$ cat config.mk
export PLATFORM = sky130hd
export DESIGN_NAME = pulse_rate_smoother_unit
export DESIGN_NICKNAME = d
export VERILOG_FILES = /design/src/hw/rtl/prs_pkg.sv /design/src/hw/rtl/prs_div.sv /design/src/hw/rtl/pulse_rate_smoother_unit.sv
export SDC_FILE = /design/constraint.sdc
export NUM_CORES = 2
export LEC_CHECK = 0
export ABC_AREA = 1
export BUFFER_PORTS_ARGS = -buffer_cell sky130_fd_sc_hd__buf_2
export CAP_MARGIN = 20
export CORE_MARGIN = 2
export CORE_UTILIZATION = 45
export DETAILED_ROUTE_END_ITERATION = 6
export MAX_ROUTING_LAYER = met4
export PLACE_DENSITY = 0.67
export SETUP_SLACK_MARGIN = 0.15
export SLEW_MARGIN = 0
export SYNTH_ARGS = -nofsm -noshare
export SYNTH_HDL_FRONTEND = slang
export SYNTH_HIERARCHICAL = 1
export SYNTH_SLANG_ARGS = --single-unit
$ cat constraint.sdc
create_clock -name clk -period 6.8 [get_ports clk]
set_clock_uncertainty 0.1 [all_clocks]
set_input_delay 1.02 -clock clk [delete_from_list [all_inputs] [get_ports clk]]
set_output_delay 1.02 -clock clk [all_outputs]
set_load 0.1 [all_outputs]
$ cat src/hw/rtl/prs_pkg.sv
package prs_pkg;

  localparam int unsigned RING_DEPTH = 4;
  localparam int unsigned RING_IDX_W = (RING_DEPTH > 1) ? $clog2(RING_DEPTH) : 1;
  localparam int unsigned SUM_W      = 16 + $clog2(RING_DEPTH);

  localparam int unsigned SAMPLE_W = 18;
  localparam int unsigned TIME_W   = 32;
  localparam int unsigned AVG_W    = 26;
  localparam int unsigned RATE_W   = 16;
  localparam int unsigned THR_W    = 18;
  localparam int unsigned ALPHA_W  = 9;
  localparam int unsigned BLEND_W  = 25;

  localparam int unsigned CFG_IDX_W  = 2;
  localparam int unsigned CFG_DATA_W = 18;

  // shared serial divider
  localparam int unsigned DIVD_W    = 30;
  localparam int unsigned DIVS_W    = 11;
  localparam int unsigned DIV_CNT_W = $clog2(DIVD_W);

  localparam int unsigned IR_DIVISOR      = 10;
  localparam int unsigned IR_ROUND        = 5;
  localparam int unsigned RATE_NUM        = 15360000;
  localparam int unsigned MIN_INTERVAL_MS = 300;
  localparam int unsigned MAX_INTERVAL_MS = 2000;
  localparam int unsigned RATE_MIN        = 45 * 256;
  localparam int unsigned RATE_MAX        = 150 * 256;
  localparam int unsigned FAST_BAND       = 5 * 256;
  localparam int unsigned SLOW_BAND       = 15 * 256;
  localparam int unsigned ALPHA_ONE       = 256;
  localparam int unsigned BLEND_ROUND     = 128;

  localparam int unsigned THR_RESET        = 50000;
  localparam int unsigned ALPHA_FAST_RESET = 77;
  localparam int unsigned ALPHA_SLOW_RESET = 26;

  typedef enum logic [CFG_IDX_W-1:0] {
    CFG_FINGER_THRESHOLD = 2'd0,
    CFG_ALPHA_FAST       = 2'd1,
    CFG_ALPHA_SLOW       = 2'd2
  } cfg_idx_t;

  typedef struct packed {
    logic              start;
    logic [DIVD_W-1:0] dividend;
    logic [DIVS_W-1:0] divisor;
  } div_req_t;

  typedef struct packed {
    logic              done;
    logic [DIVD_W-1:0] quotient;
  } div_rsp_t;

endpackage

$ cat src/hw/rtl/prs_div.sv
module prs_div (
  input  logic              clk,
  input  logic              rst_n,
  input  prs_pkg::div_req_t req,
  output prs_pkg::div_rsp_t rsp
);
  import prs_pkg::*;

  logic                 busy_r;
  logic                 done_r;
  logic [DIV_CNT_W-1:0] cnt_r;
  logic [DIVD_W-1:0]    q_r;
  logic [DIVS_W-1:0]    rem_r;
  logic [DIVS_W-1:0]    dvs_r;

  logic [DIVS_W:0]      rem_sh;
  logic                 ge;
  logic [DIVS_W:0]      rem_sub;

  // restoring division, one quotient bit per cycle
  assign rem_sh  = {rem_r, q_r[DIVD_W-1]};
  assign ge      = rem_sh >= {1'b0, dvs_r};
  assign rem_sub = rem_sh - {1'b0, dvs_r};

  always_ff @(posedge clk) begin
    if (!rst_n) begin
      busy_r <= 1'b0;
      done_r <= 1'b0;
      cnt_r  <= '0;
    end else begin
      done_r <= 1'b0;
      if (req.start) begin
        busy_r <= 1'b1;
        cnt_r  <= '0;
        q_r    <= req.dividend;
        rem_r  <= '0;
        dvs_r  <= req.divisor;
      end else if (busy_r) begin
        q_r   <= {q_r[DIVD_W-2:0], ge};
        rem_r <= ge ? rem_sub[DIVS_W-1:0] : rem_sh[DIVS_W-1:0];
        if (cnt_r == DIV_CNT_W'(DIVD_W - 1)) begin
          busy_r <= 1'b0;
          done_r <= 1'b1;
        end else begin
          cnt_r <= cnt_r + 1'b1;
        end
      end
    end
  end

  assign rsp.done     = done_r;
  assign rsp.quotient = q_r;

endmodule

$ cat src/hw/rtl/pulse_rate_smoother_unit.sv
// pulse_rate_smoother_unit
// Input channel: one IR sample, beat flag and millisecond timestamp per beat
// (in_valid / in_stall). Result channel: finger_present and the smoothed
// rate bpm in UQ8.8 (out_valid / out_stall), exactly one result per input.
// Config channel: cfg_valid / cfg_ready with cfg_index 0 finger threshold,
// 1 alpha_fast, 2 alpha_slow; cfg_ready is always high. Write only when idle.
// The IR, rate and mean divisions run through one shared restoring divider
// that yields one quotient bit per cycle. A sample with no counted beat
// takes the IR divide and the finger check; a beat whose rate is out of
// range adds the rate divide; a rate that enters the ring adds a serial
// ring sum, the mean divide and the blend (the blend multiply is skipped
// when the smoothed rate loads directly or the change is too large).
// in_stall is high while a sample is in work; the next sample can be taken
// in the cycle after the result is registered.
// The result sits in an output register, so a new sample is taken while the
// previous result waits; if the receiver stalls past the end of the next
// sample's work, that result waits in the done state and input stays stalled.
// Reset (rst_n low, synchronous) clears the IR average, last beat time, the
// rate ring, the smoothed rate and restores the register defaults.
module pulse_rate_smoother_unit (
  input  logic                             clk,
  input  logic                             rst_n,
  input  logic                             in_valid,
  output logic                             in_stall,
  input  logic [prs_pkg::SAMPLE_W-1:0]     in_ir_sample,
  input  logic                             in_beat,
  input  logic [prs_pkg::TIME_W-1:0]       in_time_ms,
  output logic                             out_valid,
  input  logic                             out_stall,
  output logic                             out_finger_present,
  output logic [prs_pkg::RATE_W-1:0]       out_bpm,
  input  logic                             cfg_valid,
  output logic                             cfg_ready,
  input  logic [prs_pkg::CFG_IDX_W-1:0]    cfg_index,
  input  logic [prs_pkg::CFG_DATA_W-1:0]   cfg_data
);
  import prs_pkg::*;

  typedef enum logic [3:0] {
    ST_IDLE,
    ST_IR_DIV,
    ST_FINGER,
    ST_RATE_DIV,
    ST_SUM,
    ST_MEAN_DIV,
    ST_BLEND_SEL,
    ST_BLEND_MUL,
    ST_DONE
  } state_t;

  state_t                state_r;
  logic [THR_W-1:0]      thr_r;
  logic [ALPHA_W-1:0]    afast_r;
  logic [ALPHA_W-1:0]    aslow_r;
  logic [AVG_W-1:0]      avg_r;
  logic [TIME_W-1:0]     last_r;
  logic [RATE_W-1:0]     ring_r [RING_DEPTH];
  logic [RING_IDX_W-1:0] idx_r;
  logic [RATE_W-1:0]     smooth_r;
  logic                  beat_r;
  logic [TIME_W-1:0]     time_r;
  logic                  fing_r;
  logic [SUM_W-1:0]      sum_r;
  logic [RING_IDX_W-1:0] cnt_r;
  logic [RATE_W-1:0]     mean_r;
  logic [ALPHA_W-1:0]    alpha_r;
  logic [BLEND_W-1:0]    prod_r;
  div_req_t              div_req_r;
  div_rsp_t              div_rsp;
  logic                  out_valid_r;
  logic                  out_fp_r;
  logic [RATE_W-1:0]     out_bpm_r;

  logic [DIVD_W-1:0]     ir_blend;
  logic [TIME_W-1:0]     delta;
  logic                  delta_ok;
  logic                  finger;
  logic [DIVD_W-1:0]     rate_q;
  logic                  rate_ok;
  logic [SUM_W-1:0]      sum_nxt;
  logic [RATE_W-1:0]     diff;
  logic [BLEND_W-1:0]    prod_nxt;
  logic                  div_start_nxt;
  logic                  out_load;
  logic                  out_valid_nxt;

  function automatic logic [ALPHA_W-1:0] sat_alpha(input logic [ALPHA_W-1:0] a);
    return (a > ALPHA_W'(ALPHA_ONE)) ? ALPHA_W'(ALPHA_ONE) : a;
  endfunction

  prs_div u_div (
    .clk   (clk),
    .rst_n (rst_n),
    .req   (div_req_r),
    .rsp   (div_rsp)
  );

  assign ir_blend = DIVD_W'({avg_r, 3'b000}) + DIVD_W'(avg_r)
                  + DIVD_W'({in_ir_sample, 8'h00}) + DIVD_W'(IR_ROUND);
  assign finger   = avg_r > {thr_r, 8'h00};
  assign delta    = time_r - last_r;
  assign delta_ok = (delta >= TIME_W'(MIN_INTERVAL_MS)) && (delta <= TIME_W'(MAX_INTERVAL_MS));
  assign rate_q   = div_rsp.quotient;
  assign rate_ok  = (rate_q >= DIVD_W'(RATE_MIN)) && (rate_q <= DIVD_W'(RATE_MAX));
  assign sum_nxt  = sum_r + SUM_W'(ring_r[cnt_r]);
  assign diff     = (mean_r >= smooth_r) ? (mean_r - smooth_r) : (smooth_r - mean_r);
  assign prod_nxt = prod_r
                  + BLEND_W'(ALPHA_W'(ALPHA_ONE) - alpha_r) * BLEND_W'(smooth_r)
                  + BLEND_W'(BLEND_ROUND);

  assign div_start_nxt = ((state_r == ST_IDLE) && in_valid)
                       || ((state_r == ST_FINGER) && finger && beat_r && delta_ok)
                       || ((state_r == ST_SUM) && (cnt_r == RING_IDX_W'(RING_DEPTH - 1)));
  assign out_load      = (state_r == ST_DONE) && (!out_valid_r || !out_stall);
  assign out_valid_nxt = out_load || (out_valid_r && out_stall);

  always_ff @(posedge clk) begin
    if (!rst_n) begin
      state_r     <= ST_IDLE;
      thr_r       <= THR_W'(THR_RESET);
      afast_r     <= ALPHA_W'(ALPHA_FAST_RESET);
      aslow_r     <= ALPHA_W'(ALPHA_SLOW_RESET);
      avg_r       <= '0;
      last_r      <= '0;
      for (int i = 0; i < RING_DEPTH; i++) ring_r[i] <= '0;
      idx_r       <= '0;
      smooth_r    <= '0;
      div_req_r   <= '0;
      out_valid_r <= 1'b0;
    end else begin
      div_req_r.start <= div_start_nxt;
      out_valid_r     <= out_valid_nxt;

      if (cfg_valid) begin
        unique case (cfg_index)
          CFG_FINGER_THRESHOLD: thr_r   <= cfg_data[THR_W-1:0];
          CFG_ALPHA_FAST:       afast_r <= cfg_data[ALPHA_W-1:0];
          CFG_ALPHA_SLOW:       aslow_r <= cfg_data[ALPHA_W-1:0];
          default: ;
        endcase
      end

      unique case (state_r)
        ST_IDLE: begin
          if (in_valid) begin
            beat_r             <= in_beat;
            time_r             <= in_time_ms;
            div_req_r.dividend <= ir_blend;
            div_req_r.divisor  <= DIVS_W'(IR_DIVISOR);
            state_r            <= ST_IR_DIV;
          end
        end
        ST_IR_DIV: begin
          if (div_rsp.done) begin
            avg_r   <= div_rsp.quotient[AVG_W-1:0];
            state_r <= ST_FINGER;
          end
        end
        ST_FINGER: begin
          fing_r <= finger;
          if (!finger) begin
            smooth_r <= '0;
            state_r  <= ST_DONE;
          end else if (beat_r) begin
            last_r <= time_r;
            if (delta_ok) begin
              div_req_r.dividend <= DIVD_W'(RATE_NUM) + DIVD_W'(delta[DIVS_W-1:1]);
              div_req_r.divisor  <= delta[DIVS_W-1:0];
              state_r            <= ST_RATE_DIV;
            end else begin
              state_r <= ST_DONE;
            end
          end else begin
            state_r <= ST_DONE;
          end
        end
        ST_RATE_DIV: begin
          if (div_rsp.done) begin
            if (rate_ok) begin
              ring_r[idx_r] <= rate_q[RATE_W-1:0];
              idx_r         <= (idx_r == RING_IDX_W'(RING_DEPTH - 1)) ? '0 : idx_r + 1'b1;
              sum_r         <= '0;
              cnt_r         <= '0;
              state_r       <= ST_SUM;
            end else begin
              state_r <= ST_DONE;
            end
          end
        end
        ST_SUM: begin
          sum_r <= sum_nxt;
          if (cnt_r == RING_IDX_W'(RING_DEPTH - 1)) begin
            div_req_r.dividend <= DIVD_W'(sum_nxt);
            div_req_r.divisor  <= DIVS_W'(RING_DEPTH);
            state_r            <= ST_MEAN_DIV;
          end else begin
            cnt_r <= cnt_r + 1'b1;
          end
        end
        ST_MEAN_DIV: begin
          if (div_rsp.done) begin
            mean_r  <= div_rsp.quotient[RATE_W-1:0];
            state_r <= ST_BLEND_SEL;
          end
        end
        ST_BLEND_SEL: begin
          priority if (smooth_r == '0) begin
            smooth_r <= mean_r;
            state_r  <= ST_DONE;
          end else if (diff < RATE_W'(FAST_BAND)) begin
            alpha_r <= sat_alpha(afast_r);
            prod_r  <= BLEND_W'(sat_alpha(afast_r)) * BLEND_W'(mean_r);
            state_r <= ST_BLEND_MUL;
          end else if (diff < RATE_W'(SLOW_BAND)) begin
            alpha_r <= sat_alpha(aslow_r);
            prod_r  <= BLEND_W'(sat_alpha(aslow_r)) * BLEND_W'(mean_r);
            state_r <= ST_BLEND_MUL;
          end else begin
            state_r <= ST_DONE;
          end
        end
        ST_BLEND_MUL: begin
          smooth_r <= prod_nxt[RATE_W+7:8];
          state_r  <= ST_DONE;
        end
        ST_DONE: begin
          if (out_load) begin
            out_fp_r  <= fing_r;
            out_bpm_r <= smooth_r;
            state_r   <= ST_IDLE;
          end
        end
        default: state_r <= ST_IDLE;
      endcase
    end
  end

  assign in_stall           = (state_r != ST_IDLE);
  assign cfg_ready          = 1'b1;
  assign out_valid          = out_valid_r;
  assign out_finger_present = out_fp_r;
  assign out_bpm            = out_bpm_r;

endmodule

==> results.txt <==
----------------------------------------------------
[Run status]
  Run status ... finished, final reports clean

[Yosys]
  Number of different library cells in the post-synthesis netlist ... 64
  Fraction of synthesis flops using an asynchronous set or reset pin ... 0%
  Post-synthesis instance area ... 38,130 µm²
  Flip-flop cell with the highest count after synthesis ... sky130_fd_sc_hd__edfxtp_1
  Cell count after synthesis ... 4,955
  Cell type with the largest total area after synthesis ... sky130_fd_sc_hd__edfxtp_1
  Number of nets produced by synthesis ... 5,671
  Fraction of the yosys area taken by sequential cells ... 27.40%
  Area share of the largest cell type after synthesis ... 18.58%
  Top cell types by occurrence after synthesis ... 1,206 x sky130_fd_sc_hd__nand2_1, 887 x sky130_fd_sc_hd__inv_1, 517 x sky130_fd_sc_hd__nor2_1, 350 x sky130_fd_sc_hd__fa_1, 300 x sky130_fd_sc_hd__a21oi_1
  Cells taking the most area after synthesis ... sky130_fd_sc_hd__edfxtp_1 19%, sky130_fd_sc_hd__fa_1 18%, sky130_fd_sc_hd__nand2_1 12%
  Top-count cell post-synth ... sky130_fd_sc_hd__nand2_1
  Count of flip-flops with a built-in enable after synthesis ... 236
  Post-Synthesis Mean Instance Area ... 7.696 µm²
  Yosys warns ... 6
  Register bit total from synthesis ... 404

[Timing]
  Worst relative slew slack ... 31.94%
  Fin. Hold Viols ... 0
  Tmin final ... 6.261 ns
  Count of endpoints failing setup in the final report ... 0
  RSZ-0062 raised after global routing ... true
  Worst-Margin Slew ... 1.018 ns
  Final total negative setup slack ... 0 ns
  Smallest hold slack ... 0.3332 ns
  Crit share post-route ... 92.07%
  Max-slew violation count ... 0
  Highest clock rate ... 0.1597 GHz

[Placement]
  # port buffers ... 94
  Detail Placement HPWL ... 89.82 mm
  GPL Wtd Cong ... 0.9927

[Route]
  M1 WL ... 47.10 mm
  Highest metal used ... met4
  Detail-routed net length per standard cell ... 18.33 µm
  Number of routed nets with antenna violations ... 0
  Met2 wire len ... 55.22 mm
  DR WL met3 ... 6.709 mm
  DR vias ... 32,961
  DRC viols ... 0
  Routed Wire Length ... 113.9 mm
  Detailed-routing iteration count for the pre-antenna-repair pass ... 6
  Initial drt markers ... 2,406
  Via-to-Cell Ratio ... 5.305

[CTS]
  Clock tree root buffer cell ... sky130_fd_sc_hd__clkbuf_16
  Clock latency reported for the late side of the worst-skew pair ... 0.62 ns
  Buffer depth of the longest clock path ... 3
  Reg clk slew, reported paths ... 0.06 ns
  Number of clock buffers inserted by TritonCTS ... 46
  Clock sink count ... 404
  Depth of the CTS H-tree ... 2
  Clock tree from TritonCTS ... done

[Power]
  Clk pwr share ... 20.2%
  Standby leakage power ... 20.64 nW
  Sequential power share ... 25.9%
  Combinational power share ... 54.0%
  Worst supply voltage drop on vdd ... 0.2994 mV
  Switching power share of the total ... 45.87%
  Reported net switching power ... 5.662 mW
  P per Cell Area ... 295.7 nW/µm²
  Internal Power ... 6.681 mW

[Die]
  Number of top-level pins ... 96
  Initial cell density of the core ... 45.49%
  Placeable Area ... 83,820 µm²
  DIE AREA ... 87,080 µm²
  Die outline width ... 295.1 µm
  Row cnt ... 106
  Die outline height ... 295.1 µm

[Finish]
  Antenna diode instance count ... 0
  Layout-stage area growth over the synthesis result ... 9.460%
  Nets ... 5,758
  Share of layout cells above drive strength 1 ... 6.891%

[Global route]
  All-layer global routing usage ... 27.24%
  First-pass GRT wire length ... 179.2 mm
  Number of global-route vias before repair ... 32,659
  GRT Residual Overflow ... 0
  Largest net degree at the start of global routing ... 84
  Antenna violations before repair ... 1

[Critical path]
  Kind of launch point of the worst setup path ... register
  Maximum fanout count along the critical path ... 13
  Worst EP required ... 7.23 ns
  CP Capture Type ... register
  Data arrival time of the worst path ... 6.69 ns
  Category of the most critical setup path ... reg2reg

[Hold path]
  Worst min-delay path category ... reg2reg

[Run]
  MaxCap Viol Count ... 0

----------------------------------------------------
-- layout make-up --
cell class,count,area (µm²)
Sequential cell,404,10450
Multi-Input combinational cell,3488,23750
Tap cell,1134,1419
Fill cell,8291,42080
Timing Repair Buffer,186,1187
Clock inverter,19,197.7
Inverter,916,3442
Clock buffer,66,1297
-- per-stage QoR --
stage / power (mW) / instance area [µm²] / utilization (%) / setup slack (ns) / cells
2_1_floorplan: 7.962 / 38130 / - / 0.6631 / 4955
3_3_place_gp: 9.577 / 40150 / 47.90 / 0.4045 / 6125
3_5_place_dp: 9.660 / 40160 / 47.91 / 0.2926 / 6126
4_1_cts: 12.20 / 41650 / 49.69 / 0.2267 / 6211
5_1_grt: 13.42 / 41740 / 49.80 / 0.1354 / 6213
6_report: 12.34 / 41740 / 49.80 / 0.5389 / 6213
-- logic make-up after synthesis --
logic type | share of synthesized area, %
buf+inv | 10.60
simple gates | 22.54
flops | 27.40
mux | 0.02625
other cells | 0.009834
fa+ha+maj | 27.89
compound gates | 9.972
xor+xnor | 1.562
-- sequential cells by signal, indices dropped and copies added, names as in the netlist, 18 cells and up, named ones only --
| name | flops |
|---|---|
| avg_r | 26 |
| div_req_r | 42 |
| last_r | 32 |
| prod_r | 24 |
| ring_r | 64 |
| sum_r | 18 |
| thr_r | 18 |
| time_r | 32 |
| u_div/q_r | 30 |
-- layout by cell type (no fill, tap or decap), drive strengths merged, types with 3 or more instances in the layout --
cell      count
nor3         43
nand2      1226
o211ai       18
a211oi       10
or2          12
a211o         3
o21bai       14
a221oi        8
o2111ai       3
xor2         34
clkinvlp      4
o31ai         7
inv         901
o21a          8
a31oi         8
and2          5
nor2        525
nand3b       15
nand3       169
a21o          8
fa          350
and3          6
nand4        61
clkinv       28
o21ai       270
nor4         14
ha          290
edfxtp      236
clkbuf       66
dfxtp       168
xnor2        34
buf         186
o22ai        22
a21oi       303
-- worst paths after layout --
path / slack (ns) / to / startpoint / cells past startpoint
hold reg to reg: 0.33 / u_div/dvs_r[1]$_DFFE_PP_ / div_req_r[1]$_SDFFE_PN0P_ / 0
setup / recovery: 0.54 / smooth_r[13]$_SDFFE_PN0P_ / alpha_r[0]$_DFFE_PP_ / 27
setup reg to reg: 0.54 / smooth_r[13]$_SDFFE_PN0P_ / alpha_r[0]$_DFFE_PP_ / 27
hold / removal: 0.33 / u_div/dvs_r[1]$_DFFE_PP_ / div_req_r[1]$_SDFFE_PN0P_ / 0
-- worst max-delay path, cell delays in order, from the launching register on --
cell and delay (ns):
sky130_fd_sc_hd__edfxtp_1 0.41, sky130_fd_sc_hd__inv_1 0.09, sky130_fd_sc_hd__ha_1 0.18, sky130_fd_sc_hd__nand2_1 0.07, sky130_fd_sc_hd__nor2_1 0.12, sky130_fd_sc_hd__nand2_1 0.08, sky130_fd_sc_hd__o21ai_0 0.15, sky130_fd_sc_hd__nand2_1 0.13
sky130_fd_sc_hd__inv_1 0.09, sky130_fd_sc_hd__buf_6 0.18, sky130_fd_sc_hd__nand2_1 0.11, sky130_fd_sc_hd__fa_1 0.56, sky130_fd_sc_hd__inv_1 0.05, sky130_fd_sc_hd__fa_1 0.47, sky130_fd_sc_hd__fa_1 0.52, sky130_fd_sc_hd__fa_1 0.55
sky130_fd_sc_hd__inv_1 0.06, sky130_fd_sc_hd__fa_1 0.53, sky130_fd_sc_hd__inv_1 0.04, sky130_fd_sc_hd__ha_1 0.36, sky130_fd_sc_hd__nand2_1 0.15, sky130_fd_sc_hd__nor4_2 0.31, sky130_fd_sc_hd__a21oi_2 0.12, sky130_fd_sc_hd__o21ai_1 0.17
sky130_fd_sc_hd__o21ai_0 0.11, sky130_fd_sc_hd__a21oi_1 0.17, sky130_fd_sc_hd__a211oi_1 0.06, sky130_fd_sc_hd__a211oi_1 0.20
-- repair_timing --
action	in CTS	in global routing
endpoints found under the setup margin	0	9
setup buffers	0	2
hold buffers	0	0
resized for setup	0	23
-- metal layers --
layer / vias up / global-route usage, %
met5: - / -
met4: 0 / 10.39
met3: 255 / 2.706
met2: 1086 / 46.28
met1: 15792 / 33.56
li1: 15828 / -
-- power groups by stage --
stage	Clock (mW)	Combinational, mW	Sequential (mW)
after floorplan	0	4.81	3.15
after global placement	0	6.35	3.23
after detailed placement	0	6.42	3.24
after CTS	2.54	6.47	3.19
after global routing	2.63	7.57	3.22
final	2.49	6.66	3.19
(Power assumes the default switching activity.)
